<file path="src/hdl/sha256_pkg.sv">
`timescale 1ns / 1ps

package sha256_pkg;

   localparam int unsigned WORD_W       = 32;
   localparam int unsigned DIGEST_WORDS = 8;
   localparam int unsigned SCHED_WORDS  = 16;
   localparam int unsigned ROUNDS       = 64;
   localparam int unsigned QUEUE_DEPTH  = 4;
   localparam int unsigned COUNT_W      = 61;

   typedef logic [WORD_W-1:0] word_type;

   // one message-schedule word on its way from the front to the core
   typedef struct packed {
      logic     last;
      word_type word;
   } blk_word_type;

   localparam logic MODE_ABSORB = 1'b0;
   localparam logic MODE_FINISH = 1'b1;

   localparam logic [7:0] PAD_BYTE   = 8'h80;
   localparam logic [3:0] LEN_HI_POS = 4'd14;

   localparam word_type ROUND_K [ROUNDS] = '{
      32'h428a2f98, 32'h71374491, 32'hb5c0fbcf, 32'he9b5dba5,
      32'h3956c25b, 32'h59f111f1, 32'h923f82a4, 32'hab1c5ed5,
      32'hd807aa98, 32'h12835b01, 32'h243185be, 32'h550c7dc3,
      32'h72be5d74, 32'h80deb1fe, 32'h9bdc06a7, 32'hc19bf174,
      32'he49b69c1, 32'hefbe4786, 32'h0fc19dc6, 32'h240ca1cc,
      32'h2de92c6f, 32'h4a7484aa, 32'h5cb0a9dc, 32'h76f988da,
      32'h983e5152, 32'ha831c66d, 32'hb00327c8, 32'hbf597fc7,
      32'hc6e00bf3, 32'hd5a79147, 32'h06ca6351, 32'h14292967,
      32'h27b70a85, 32'h2e1b2138, 32'h4d2c6dfc, 32'h53380d13,
      32'h650a7354, 32'h766a0abb, 32'h81c2c92e, 32'h92722c85,
      32'ha2bfe8a1, 32'ha81a664b, 32'hc24b8b70, 32'hc76c51a3,
      32'hd192e819, 32'hd6990624, 32'hf40e3585, 32'h106aa070,
      32'h19a4c116, 32'h1e376c08, 32'h2748774c, 32'h34b0bcb5,
      32'h391c0cb3, 32'h4ed8aa4a, 32'h5b9cca4f, 32'h682e6ff3,
      32'h748f82ee, 32'h78a5636f, 32'h84c87814, 32'h8cc70208,
      32'h90befffa, 32'ha4506ceb, 32'hbef9a3f7, 32'hc67178f2
   };

   localparam word_type INIT_HASH [DIGEST_WORDS] = '{
      32'h6a09e667, 32'hbb67ae85, 32'h3c6ef372, 32'ha54ff53a,
      32'h510e527f, 32'h9b05688c, 32'h1f83d9ab, 32'h5be0cd19
   };

endpackage

</file>
<file path="src/hdl/sha256_front.sv">
`timescale 1ns / 1ps

module sha256_front (
   input  logic                      clock,
   input  logic                      reset,
   input  logic                      req_push,
   output logic                      req_full,
   input  logic                      req_mode,
   input  logic [7:0]                req_data_byte,
   input  logic                      q_full,
   output logic                      q_push,
   output sha256_pkg::blk_word_type  q_data
);

   import sha256_pkg::*;

   typedef enum logic [4:0] {
      F_ABSORB = 5'b00001,
      F_FIRST  = 5'b00010,
      F_ZERO   = 5'b00100,
      F_LENHI  = 5'b01000,
      F_LENLO  = 5'b10000
   } front_state_type;

   front_state_type      state_ff, state_in;
   logic [5:0]           fill_ff, fill_in;
   logic [COUNT_W-1:0]   count_ff, count_in;
   logic [3:0]           wpos_ff, wpos_in;
   logic [23:0]          part_ff, part_in;

   logic                 accept;
   logic [63:0]          bit_len;
   word_type             first_word;

   assign req_full = q_full || (state_ff != F_ABSORB);
   assign accept   = req_push && !req_full;
   assign bit_len  = {count_ff, 3'b000};

   always_comb begin
      unique case (fill_ff[1:0])
         2'd0: first_word = {PAD_BYTE, 24'h0};
         2'd1: first_word = {part_ff[7:0], PAD_BYTE, 16'h0};
         2'd2: first_word = {part_ff[15:0], PAD_BYTE, 8'h0};
         2'd3: first_word = {part_ff[23:0], PAD_BYTE};
         default: first_word = '0;
      endcase
   end

   always_comb begin
      state_in = state_ff;
      fill_in  = fill_ff;
      count_in = count_ff;
      wpos_in  = wpos_ff;
      part_in  = part_ff;
      q_push   = 1'b0;
      q_data   = '{last: 1'b0, word: '0};
      unique case (state_ff)
         F_ABSORB: begin
            if (accept) begin
               if (req_mode == MODE_ABSORB) begin
                  part_in  = {part_ff[15:0], req_data_byte};
                  fill_in  = fill_ff + 6'd1;
                  count_in = count_ff + COUNT_W'(1);
                  if (fill_ff[1:0] == 2'd3) begin
                     q_push = 1'b1;
                     q_data = '{last: 1'b0, word: {part_ff, req_data_byte}};
                  end
               end else begin
                  wpos_in  = fill_ff[5:2];
                  state_in = F_FIRST;
               end
            end
         end
         F_FIRST: begin
            if (!q_full) begin
               q_push   = 1'b1;
               q_data   = '{last: 1'b0, word: first_word};
               wpos_in  = wpos_ff + 4'd1;
               state_in = (wpos_ff + 4'd1 == LEN_HI_POS) ? F_LENHI : F_ZERO;
            end
         end
         F_ZERO: begin
            // zero words run across a block boundary when the length does not fit
            if (!q_full) begin
               q_push   = 1'b1;
               q_data   = '{last: 1'b0, word: '0};
               wpos_in  = wpos_ff + 4'd1;
               if (wpos_ff + 4'd1 == LEN_HI_POS) begin
                  state_in = F_LENHI;
               end
            end
         end
         F_LENHI: begin
            if (!q_full) begin
               q_push   = 1'b1;
               q_data   = '{last: 1'b0, word: bit_len[63:32]};
               state_in = F_LENLO;
            end
         end
         F_LENLO: begin
            if (!q_full) begin
               q_push   = 1'b1;
               q_data   = '{last: 1'b1, word: bit_len[31:0]};
               fill_in  = '0;
               count_in = '0;
               state_in = F_ABSORB;
            end
         end
         default: state_in = F_ABSORB;
      endcase
   end

   always_ff @(posedge clock) begin
      if (reset) begin
         state_ff <= F_ABSORB;
         fill_ff  <= '0;
         count_ff <= '0;
      end else begin
         state_ff <= state_in;
         fill_ff  <= fill_in;
         count_ff <= count_in;
      end
   end

   always_ff @(posedge clock) begin
      wpos_ff <= wpos_in;
      part_ff <= part_in;
   end

endmodule

</file>
<file path="src/hdl/sha256_fifo.sv">
`timescale 1ns / 1ps

module sha256_fifo #(
   parameter int unsigned DEPTH = sha256_pkg::QUEUE_DEPTH
) (
   input  logic                      clock,
   input  logic                      reset,
   input  logic                      push,
   input  sha256_pkg::blk_word_type  din,
   output logic                      full,
   input  logic                      pop,
   output sha256_pkg::blk_word_type  dout,
   output logic                      empty
);

   import sha256_pkg::*;

   localparam int unsigned PW = (DEPTH > 1) ? $clog2(DEPTH) : 1;
   localparam int unsigned CW = $clog2(DEPTH + 1);

   blk_word_type   slot_ff [DEPTH];
   logic [PW-1:0]  wr_ff, wr_in;
   logic [PW-1:0]  rd_ff, rd_in;
   logic [CW-1:0]  cnt_ff, cnt_in;
   logic           do_push, do_pop;

   assign full    = (cnt_ff == CW'(DEPTH));
   assign empty   = (cnt_ff == '0);
   assign do_push = push && !full;
   assign do_pop  = pop && !empty;
   assign dout    = slot_ff[rd_ff];

   always_comb begin
      wr_in  = wr_ff;
      rd_in  = rd_ff;
      cnt_in = cnt_ff;
      if (do_push) begin
         wr_in = (wr_ff == PW'(DEPTH - 1)) ? '0 : wr_ff + PW'(1);
      end
      if (do_pop) begin
         rd_in = (rd_ff == PW'(DEPTH - 1)) ? '0 : rd_ff + PW'(1);
      end
      if (do_push && !do_pop) begin
         cnt_in = cnt_ff + CW'(1);
      end else if (do_pop && !do_push) begin
         cnt_in = cnt_ff - CW'(1);
      end
   end

   always_ff @(posedge clock) begin
      if (reset) begin
         wr_ff  <= '0;
         rd_ff  <= '0;
         cnt_ff <= '0;
      end else begin
         wr_ff  <= wr_in;
         rd_ff  <= rd_in;
         cnt_ff <= cnt_in;
      end
   end

   always_ff @(posedge clock) begin
      if (do_push) begin
         slot_ff[wr_ff] <= din;
      end
   end

endmodule

</file>
<file path="src/hdl/sha256_core.sv">
`timescale 1ns / 1ps

module sha256_core (
   input  logic                      clock,
   input  logic                      reset,
   input  logic                      q_empty,
   input  sha256_pkg::blk_word_type  q_data,
   output logic                      q_pop,
   input  logic                      rsp_pop,
   output logic                      rsp_empty,
   output logic [31:0]               rsp_digest_word,
   output logic [2:0]                rsp_word_index,
   output logic                      rsp_last_word
);

   import sha256_pkg::*;

   typedef enum logic [1:0] {
      C_ROUND  = 2'b01,
      C_UPDATE = 2'b10
   } core_state_type;

   function automatic word_type ror(input word_type x, input int unsigned n);
      ror = (x >> n) | (x << (WORD_W - n));
   endfunction

   core_state_type  state_ff, state_in;
   logic [5:0]      t_ff, t_in;
   logic            final_ff, final_in;
   word_type        cv_ff   [DIGEST_WORDS];
   word_type        cv_in   [DIGEST_WORDS];
   word_type        v_ff    [DIGEST_WORDS];
   word_type        v_in    [DIGEST_WORDS];
   word_type        w_ff    [SCHED_WORDS];
   word_type        w_in    [SCHED_WORDS];
   word_type        dig_ff  [DIGEST_WORDS];
   word_type        dig_in  [DIGEST_WORDS];
   logic            out_valid_ff, out_valid_in;
   logic [2:0]      idx_ff, idx_in;

   logic            need_word, stall, out_take;
   word_type        sched, w_new, s0, s1, big0, big1, ch, maj, t1, t2;
   word_type        sum [DIGEST_WORDS];

   assign need_word = (t_ff[5:4] == 2'b00);
   assign stall     = need_word && q_empty;
   assign q_pop     = (state_ff == C_ROUND) && need_word && !q_empty;
   assign out_take  = rsp_pop && out_valid_ff;

   assign rsp_empty       = !out_valid_ff;
   assign rsp_digest_word = dig_ff[0];
   assign rsp_word_index  = idx_ff;
   assign rsp_last_word   = (idx_ff == 3'(DIGEST_WORDS - 1));

   assign s0    = ror(w_ff[1], 7) ^ ror(w_ff[1], 18) ^ (w_ff[1] >> 3);
   assign s1    = ror(w_ff[14], 17) ^ ror(w_ff[14], 19) ^ (w_ff[14] >> 10);
   assign sched = s1 + w_ff[9] + s0 + w_ff[0];
   assign w_new = need_word ? q_data.word : sched;

   assign big1 = ror(v_ff[4], 6) ^ ror(v_ff[4], 11) ^ ror(v_ff[4], 25);
   assign ch   = (v_ff[4] & v_ff[5]) ^ (~v_ff[4] & v_ff[6]);
   assign t1   = v_ff[7] + big1 + ch + ROUND_K[t_ff] + w_new;
   assign big0 = ror(v_ff[0], 2) ^ ror(v_ff[0], 13) ^ ror(v_ff[0], 22);
   assign maj  = (v_ff[0] & v_ff[1]) ^ (v_ff[0] & v_ff[2]) ^ (v_ff[1] & v_ff[2]);
   assign t2   = big0 + maj;

   always_comb begin
      for (int i = 0; i < DIGEST_WORDS; i++) begin
         sum[i] = cv_ff[i] + v_ff[i];
      end
   end

   always_comb begin
      state_in     = state_ff;
      t_in         = t_ff;
      final_in     = final_ff;
      cv_in        = cv_ff;
      v_in         = v_ff;
      w_in         = w_ff;
      dig_in       = dig_ff;
      out_valid_in = out_valid_ff;
      idx_in       = idx_ff;

      // drain the digest one word per request
      if (out_take) begin
         for (int i = 0; i < DIGEST_WORDS - 1; i++) begin
            dig_in[i] = dig_ff[i + 1];
         end
         idx_in = idx_ff + 3'd1;
         if (idx_ff == 3'(DIGEST_WORDS - 1)) begin
            out_valid_in = 1'b0;
         end
      end

      unique case (state_ff)
         C_ROUND: begin
            if (!stall) begin
               for (int i = 0; i < SCHED_WORDS - 1; i++) begin
                  w_in[i] = w_ff[i + 1];
               end
               w_in[SCHED_WORDS - 1] = w_new;
               v_in[7] = v_ff[6];
               v_in[6] = v_ff[5];
               v_in[5] = v_ff[4];
               v_in[4] = v_ff[3] + t1;
               v_in[3] = v_ff[2];
               v_in[2] = v_ff[1];
               v_in[1] = v_ff[0];
               v_in[0] = t1 + t2;
               if (t_ff == 6'd15) begin
                  final_in = q_data.last;
               end
               t_in = t_ff + 6'd1;
               if (t_ff == 6'(ROUNDS - 1)) begin
                  state_in = C_UPDATE;
               end
            end
         end
         C_UPDATE: begin
            // hold a final block until the previous digest is gone
            if (!(final_ff && out_valid_ff)) begin
               if (final_ff) begin
                  dig_in       = sum;
                  out_valid_in = 1'b1;
                  idx_in       = '0;
                  cv_in        = INIT_HASH;
                  v_in         = INIT_HASH;
               end else begin
                  cv_in = sum;
                  v_in  = sum;
               end
               t_in     = '0;
               state_in = C_ROUND;
            end
         end
         default: state_in = C_ROUND;
      endcase
   end

   always_ff @(posedge clock) begin
      if (reset) begin
         state_ff     <= C_ROUND;
         t_ff         <= '0;
         final_ff     <= 1'b0;
         cv_ff        <= INIT_HASH;
         v_ff         <= INIT_HASH;
         out_valid_ff <= 1'b0;
         idx_ff       <= '0;
      end else begin
         state_ff     <= state_in;
         t_ff         <= t_in;
         final_ff     <= final_in;
         cv_ff        <= cv_in;
         v_ff         <= v_in;
         out_valid_ff <= out_valid_in;
         idx_ff       <= idx_in;
      end
   end

   always_ff @(posedge clock) begin
      w_ff   <= w_in;
      dig_ff <= dig_in;
   end

endmodule

</file>
<file path="src/hdl/sha256_byte_stream_hash.sv">
`timescale 1ns / 1ps

// Channel     Ports                                         Handshake
// request     req_mode, req_data_byte                       req_push / req_full
// result      rsp_digest_word, rsp_word_index, rsp_last_word rsp_pop / rsp_empty
//
// A data byte is taken whenever req_full is low; every fourth byte goes as a word into the queue.
// The core runs one round per cycle unless it needs a word and the queue is empty: a 64-byte
// block takes 64 rounds and one chaining update, so bytes stall on req_full once the queue fills behind it.
// A finish request adds 3 to 18 padding words, then one or two blocks are compressed
// before eight digest words appear, one per pop.
// Reset is synchronous and brings back the initial hash value; there is no clearing pass.

module sha256_byte_stream_hash #(
   parameter int unsigned QUEUE_DEPTH = sha256_pkg::QUEUE_DEPTH
) (
   input  logic         clock,
   input  logic         reset,
   input  logic         req_push,
   output logic         req_full,
   input  logic         req_mode,
   input  logic [7:0]   req_data_byte,
   input  logic         rsp_pop,
   output logic         rsp_empty,
   output logic [31:0]  rsp_digest_word,
   output logic [2:0]   rsp_word_index,
   output logic         rsp_last_word
);

   import sha256_pkg::*;

   logic          q_push, q_full, q_pop, q_empty;
   blk_word_type  q_din, q_dout;

   sha256_front u_front (
      .clock         (clock),
      .reset         (reset),
      .req_push      (req_push),
      .req_full      (req_full),
      .req_mode      (req_mode),
      .req_data_byte (req_data_byte),
      .q_full        (q_full),
      .q_push        (q_push),
      .q_data        (q_din)
   );

   sha256_fifo #(
      .DEPTH (QUEUE_DEPTH)
   ) u_fifo (
      .clock (clock),
      .reset (reset),
      .push  (q_push),
      .din   (q_din),
      .full  (q_full),
      .pop   (q_pop),
      .dout  (q_dout),
      .empty (q_empty)
   );

   sha256_core u_core (
      .clock           (clock),
      .reset           (reset),
      .q_empty         (q_empty),
      .q_data          (q_dout),
      .q_pop           (q_pop),
      .rsp_pop         (rsp_pop),
      .rsp_empty       (rsp_empty),
      .rsp_digest_word (rsp_digest_word),
      .rsp_word_index  (rsp_word_index),
      .rsp_last_word   (rsp_last_word)
   );

   a_no_push_full: assert property (@(posedge clock) disable iff (reset)
      q_push |-> !q_full)
      else $error("front pushed into a full queue");

   a_no_pop_empty: assert property (@(posedge clock) disable iff (reset)
      q_pop |-> !q_empty)
      else $error("core popped an empty queue");

   a_last_drains: assert property (@(posedge clock) disable iff (reset)
      (rsp_pop && !rsp_empty && rsp_last_word) |=> rsp_empty)
      else $error("digest still shown after its last word was taken");

   a_first_word: assert property (@(posedge clock) disable iff (reset)
      $fell(rsp_empty) |-> (rsp_word_index == 3'd0))
      else $error("digest did not start at word zero");

endmodule

</file>
<file path="config.mk">
export PLATFORM = sky130hd
export DESIGN_NAME = sha256_byte_stream_hash
export DESIGN_NICKNAME = d
export VERILOG_FILES = /design/src/hdl/sha256_pkg.sv /design/src/hdl/sha256_front.sv /design/src/hdl/sha256_fifo.sv /design/src/hdl/sha256_core.sv /design/src/hdl/sha256_byte_stream_hash.sv
export SDC_FILE = /design/constraint.sdc
export NUM_CORES = 2
export LEC_CHECK = 0
export BUFFER_PORTS_ARGS = -buffer_cell sky130_fd_sc_hd__buf_2
export CAP_MARGIN = 20
export CORE_MARGIN = 10
export CORE_UTILIZATION = 51
export CTS_CLUSTER_DIAMETER = 40
export DETAILED_ROUTE_END_ITERATION = 8
export PLACE_DENSITY = 0.67
export SLEW_MARGIN = 20
export SYNTH_ARGS = -nofsm -noshare
export SYNTH_HDL_FRONTEND = slang
export SYNTH_SLANG_ARGS = --single-unit
</file>
<file path="constraint.sdc">
create_clock -name clock -period 38.3 [get_ports clock]
set_input_delay 3.83 -clock clock [delete_from_list [all_inputs] [get_ports clock]]
set_output_delay 3.83 -clock clock [all_outputs]
set_load 0.01 [all_outputs]
</file>
# Word-level counts from Yosys, hierarchy flattened
# Memories as Yosys holds them, arrays and structs flattened. A register that Yosys moved wholly into a read port is not among the register bits.
# Index checks and enable logic that the tools add are counted.
[word_totals] reg_bits=1400 ramBits=132 romBits=2048 in_bits=13 out_inout_bits=38 wordCells=249 memories=2
[mem_list] memory="(name not given)" depth=64 word_bits=32 rd=1 rd_clocked_by_memory_dff=0 wr=0 line_no="sha256_core.sv:62" rtl="assign t1 = v_ff[7] + big1 + ch + ROUND_K[t_ff] + w_new;"
[mem_list] memory="u_fifo.slot_ff" depth=4 word_bits=33 rd=1 rd_clocked_by_memory_dff=1 wr=1 line_no="sha256_fifo.sv:21" rtl="blk_word_type slot_ff [DEPTH];"
[classes] add_sub_neg=27 magnitude_cmp=1 n_eq_ne=30 muxes=69 bitwise=31 n_reduce_logical=36
[op_table] cell="$mux W256" count=6
[op_table] cell="$add A32 B32 Y32" count=18
[op_table] cell="$pmux W256 S2" count=1
[op_table] cell="$xor A32 B32 Y32" count=9
[op_table] cell="$mux W224" count=1
[op_table] cell="$mux W32" count=6
[op_table] cell="$mux W61" count=3
[op_table] cell="$and A32 B32 Y32" count=5
[op_table] cell="$pmux W33 S4" count=1
[op_table] cell="$pmux W32 S4" count=1
[op_table] cell="$pmux W61 S2" count=1
[op_table] cell="$mux W33" count=3
[op_table] cell="$add A61 B1 Y61 const B" count=1
[op_table] cell="$mux W5" count=7
[op_table] cell="$not A32 Y32" count=1
[op_table] cell="$or A10 B32 Y32" count=1
[op_table] cell="$or A13 B32 Y32" count=1
[op_table] cell="$or A14 B32 Y32" count=1
[op_table] cell="$or A15 B32 Y32" count=1
[op_table] cell="$or A19 B32 Y32" count=1
[op_table] cell="$or A21 B32 Y32" count=1
[op_table] cell="$or A25 B32 Y32" count=1
[op_table] cell="$or A26 B32 Y32" count=1
[op_table] cell="$or A30 B32 Y32" count=1
[op_table] cell="other kinds (47)" count=121

# Longest topological paths before layout
[depth] ltp_word=11 mapped_depth=48 depth_no_buf=48

# Hierarchy
# A second synthesis with hierarchy kept.
[hier_totals] cells_unflattened=8377 area_unflattened_um2=84258.3
[modules_own_cells] module="sha256_core" instances=1 cells_each=7529 area_each_um2=73544.3 seq_area_each_um2=31330.0
[modules_own_cells] module="sha256_front" instances=1 cells_each=625 area_each_um2=5465.2 seq_area_each_um2=2282.2
[modules_own_cells] module="sha256_fifo" instances=1 cells_each=223 area_each_um2=5248.8 seq_area_each_um2=4144.0

# Worst setup path after synthesis
# OpenSTA, ideal clock, no wires.
[synth_timing] kind="register to register" startpoint="reg u_core.t_ff[4]" endpoint="reg u_core.v_ff[248] in the netlist's numbering" setup_time_ns=0.106 arrival_ns=15.829 t_required_ns=38.194 setup_slack_ns=22.364 stages_incl_launch_ff=10 path_buffers=3 synth_period_minus_slack_ns=15.936 path_cell_list="dfxtp_1 clkbuf_1 or2_2 o21ai_0 clkinv_1 nor2_1 clkbuf_1 clkbuf_1 a22oi_1 o21ai_0"
[synth_via] elab_chain_len=9 word_cells_on_any_way=14 classes_between="add/sub: 3; eq/ne: 1; mux: 5; bitwise: 1; reduce/logical: 3; memory: 1"
[synth_lines] element="from (decl)" line_no="sha256_core.sv:28" rtl="logic [5:0] t_ff, t_in;"
[synth_lines] element="from (signal assigned)" line_no="sha256_core.sv:151" rtl="t_ff <= t_in;"
[synth_lines] element="$not A6 Y7 (implied by the code)" line_no="sha256_core.sv:62"
[synth_lines] element="$mem_v2 Z64 W32"
[synth_lines] element="$mux W32 (implied by the code) (2 in series)" line_no="sha256_core.sv:62"
[synth_lines] element="$add A32 B32 Y32 (2 in series)" line_no="sha256_core.sv:62"
[synth_lines] element="$add A32 B32 Y32" line_no="sha256_core.sv:109" rtl="v_in[0] = t1 + t2;"
[synth_lines] element="$mux W256" line_no="sha256_core.sv:97" rtl="if (!stall) begin"
[synth_lines] element="$pmux W256 S2" line_no="sha256_core.sv:95" rtl="unique case (state_ff)"
[synth_lines] element="to (signal assigned)" line_no="sha256_core.sv:154" rtl="v_ff <= v_in;"
[synth_lines] element="to (decl)" line_no="sha256_core.sv:32" rtl="word_type v_ff [DIGEST_WORDS];"
# Parallel ways exist; a longest one is shown, timed or not. The select of a mux whose other input is x is not followed.
# A chain may end at the register's enable or synchronous reset.

# Worst setup path in the final report
[layout_timing] startpoint="reg u_core.w_ff[452] in the netlist's numbering" endpoint="reg u_core.v_ff[255] in the netlist's numbering"
[layout_via] elab_chain_len=10 word_cells_on_any_way=11 classes_between="add/sub: 4; mux: 3; bitwise: 4"
[layout_lines] element="from (decl)" line_no="sha256_core.sv:34" rtl="word_type w_ff [SCHED_WORDS];"
[layout_lines] element="from (signal assigned)" line_no="sha256_core.sv:161" rtl="w_ff <= w_in;"
[layout_lines] element="$or A14 B32 Y32 or $or A25 B32 Y32 (tied branches)" line_no="sha256_core.sv:24" rtl="ror = (x >> n) | (x << (WORD_W - n));"
[layout_lines] element="$xor A32 B32 Y32" line_no="sha256_core.sv:55" rtl="assign s0 = ror(w_ff[1], 7) ^ ror(w_ff[1], 18) ^ (w_ff[1] >> 3);"
[layout_lines] element="$xor A32 B29 Y32 (*)" line_no="sha256_core.sv:55"
[layout_lines] element="$add A32 B32 Y32 (*) (2 in series)" line_no="sha256_core.sv:57" rtl="assign sched = s1 + w_ff[9] + s0 + w_ff[0];"
[layout_lines] element="$mux W32 (*)" line_no="sha256_core.sv:58" rtl="assign w_new = need_word ? q_data.word : sched;"
[layout_lines] element="$add A32 B32 Y32 (*)" line_no="sha256_core.sv:62"
[layout_lines] element="$add A32 B32 Y32 (*)" line_no="sha256_core.sv:109"
[layout_lines] element="$mux W256 (*)" line_no="sha256_core.sv:97"
[layout_lines] element="$pmux W256 S2 (*)" line_no="sha256_core.sv:95"
# Every way passes the cells marked *; elsewhere a longest branch is shown, timed or not. The select of a mux whose other input is x is not followed.

==> impl_metrics.toml <==
[run_status]
outcome = "finished clean"

[setup_path]
rr_worst_depth = 43
startpoint_type = "flop"
r2r-start = "u_core.w_ff[452]"
crit_type = "reg -> reg"
endpoint_kind = "flop"
slowest_stage = "a21oi_1"
reg2reg_to = "u_core.v_ff[255]"
ff2ff_setup_slack_ps = 27560
path_delay_family = "compound AO/OA/AOI/OAI gates"
arrival_ps = 11520
critPathRequiredTime_ps = 39080
crit_buf_inv = 5
cp_max_fo = 7
max_stage_delay_ps = 600
cp.depth = 43

[sta]
worst_slew_pin_slew_ps = 1144
finClkSkew_ps = 61.36
min_period_over_period_pct = 28.03
fmaxAchievable_ghz = 0.09314
fin_setup_tns_ps = 0
setup_viol = 0
grt_setup_unrepaired = "no"
finalHoldViolCount = 0
slew_headroom_pct = 23.15
maxSlewViolCount = 0
period_needed_ps = 10740

[floorplan]
start_util_pct = 51.43
fp.dieW_um = 425.6
core_area_mm2 = 0.1631
die_h_um = 425.6
dieArea_mm2 = 0.1811
rows = 148
io_pins = 51

[global_route]
use_met2_pct = 44.68
grt_pass1_vias = 63540
overflow = 0
grt.busiest_layer = "met2"
met1_usage_pct = 44.01
grt_max_degree = 179
grtUsageTotal_pct = 30.25
grt_use_met3_pct = 5.098
antenna_found_initial = 6
grt_first_pass_wirelength_um = 417300

[clocking]
clk_pin_slew_ps = 60
cts_made_buffers = 223
cts_root_buffer = "clkbuf_16"
cts_buffer_depth = 3
htreeDepth = 4
clock-sinks = 1534
insertion_delay_ps = 880
cts_tree = "yes"
cts.hold.buffers_added = 0
postCtsSetupRepairBufs = 0
cts-resized-gates = 0

[synthesis]
ys_async_sr_fraction_pct = 0
ys_seq_elements = 1534
syn_inst = 8709
synth_flop_cell = "dfxtp_1"
synth_edf_count = 704
synth.net_count = 9336
synthesis.area_mm2 = 0.08391
synth.avg_cell_area_um2 = 9.634
yosys_warnings = 0
synth_cell_types = 98
seq_area_frac_synth_pct = 45.00
yosysTopAreaCellShare_pct = 25.20
synthTopCellsByArea = "edfxtp_1 25%, dfxtp_1 20%, ha_1 6.2%, nand2_1 5.2%, fa_1 4.7%"
yosysTopAreaCell = "edfxtp_1"

[final_layout]
multi_input_area_mm2 = 0.04257
layout_commonest_cell = "nand2_1"
register_area_mm2 = 0.03777
area_growth_pct = 11.51
fillers = 14090
drive_gt1_share_pct = 7.664
fin_cells = 10920
nets = 9174
diodes = 0
final_cell_mix = "1158 x nand2_1, 825 x dfxtp_1, 704 x edfxtp_1, 701 x a21oi_1, 668 x nor2_1"

[min_path]
hold_class = "reg -> reg"
hold_depth = 0
hold_end = "u_core.w_ff[295]"
hp-start = "u_core.w_ff[263]"

[route]
drc = 0
wirelength_um = 283900
routedWlPerCell_um = 26.01
first_iter_violations = 8235
antenna_left = 0
drtPass1Iterations = 8
num_vias = 67820
viasPerCell = 6.212

[placement]
place_congestion = 0.9960
port_buffers = 50
place_hpwl_um = 200700
dp_cells = 10500

[flow_run]
maxCapViolations = 0
## worst reg2reg max path: cells and delay by family, from the launching register on
| family | cells | cell delay (ps) |
|---|---|---|
| compound gates | 19 | 4340 |
| xor+xnor | 4 | 900 |
| fa+ha+maj | 9 | 3630 |
| buf+inv | 5 | 340 |
| flops | 1 | 480 |
| simple gates | 6 | 960 |
## flip-flops by register name, summed over array words and instances, names as in the netlist, 4 cells and up, named ones only
| name | count |
|---|---|
| u_core.cv_ff | 256 |
| u_core.dig_ff | 224 |
| u_core.rsp_digest_word | 32 |
| u_core.t_ff | 6 |
| u_core.v_ff | 256 |
| u_core.w_ff | 512 |
| u_fifo.slot_ff | 132 |
| u_front.count_ff | 61 |
| u_front.fill_ff | 6 |
| u_front.part_ff | 24 |
| u_front.state_ff | 5 |
| u_front.wpos_ff | 4 |
## area by class of cell
class,count,share of cell area [%]
Multi-Input combinational cell,6229,45.50
Tap cell,2175,2.908
Clock inverter,167,2.166
Inverter,407,1.646
Clock buffer,253,6.226
Timing Repair Buffer,152,1.189
Sequential cell,1534,40.36
## stage by stage
stage	util, %	hold WS, ps	cell area, um2	setup WS [ps]
after global routing	57.35	386.9	93570	26960
after global placement	52.51	400.2	85670	27740
final	57.35	368.7	93570	27560
after detailed placement	52.52	404.5	85680	27720
after floorplan	-	400.3	83910	22360
after CTS	57.33	382.6	93530	27660
## worst max path at each step
stage / startpoint / end / slack (ps)
global placement: u_core.w_ff[467] / u_core.v_ff[255] / 27740
finish: u_core.w_ff[452] / u_core.v_ff[255] / 27560
global route: u_core.w_ff[452] / u_core.v_ff[255] / 26960
floorplan: u_core.t_ff[4] / u_core.v_ff[248] / 22360
CTS: u_core.w_ff[452] / u_core.v_ff[255] / 27660
detailed placement: u_core.w_ff[452] / u_core.v_ff[255] / 27720
## kinds of logic (layout without fill, tap and decap cells)
group,count (synthesis),after routing,synth area share (%)
simple gates,2565,2565,13.44
compound gates,2299,2299,17.65
flops,1534,1534,45.00
buf+inv,946,979,4.405
xor+xnor,651,651,6.812
fa+ha+maj,618,618,10.98
mux,96,96,1.722
## cell usage after synthesis (15+ instances only)
master and number:
nand2_1 1163, dfxtp_1 830, edfxtp_1 704, a21oi_1 702, nor2_1 675, clkbuf_1 468
xnor2_1 429, ha_1 416, inv_1 401, o21ai_0 366, xor2_1 221, a21o_1 220
a31oi_1 207, fa_1 198, nand3_1 185, a211oi_1 110, nor3_1 110, and3_1 104
o211ai_1 87, o21a_1 65, o221ai_1 61, o21bai_1 58, a221oi_1 56, nand2b_1 56
mux2i_1 51, or3_1 48, nand4_1 47, a22oi_1 45, nor2b_1 43, mux4_2 38
o22ai_1 38, and2_1 37, buf_1 34, buf_4 33, a311oi_1 29, a211o_1 28
a222oi_1 27, o31ai_1 26, a22o_1 22, o22a_1 22, o311ai_0 22, or2_2 22
and4_1 16, a21boi_0 15
## layer usage
layer | share of wire [%] | vias up
li1 | - | 30780
met1 | 44 | 33250
met2 | 43 | 3247
met3 | 8.8 | 544
met4 | 4.3 | 4
met5 | 0.0088 | -
Power is left out: the tool's default activity adds up to more than one toggle a clock period on the data nets, which glitch-free logic cannot reach.
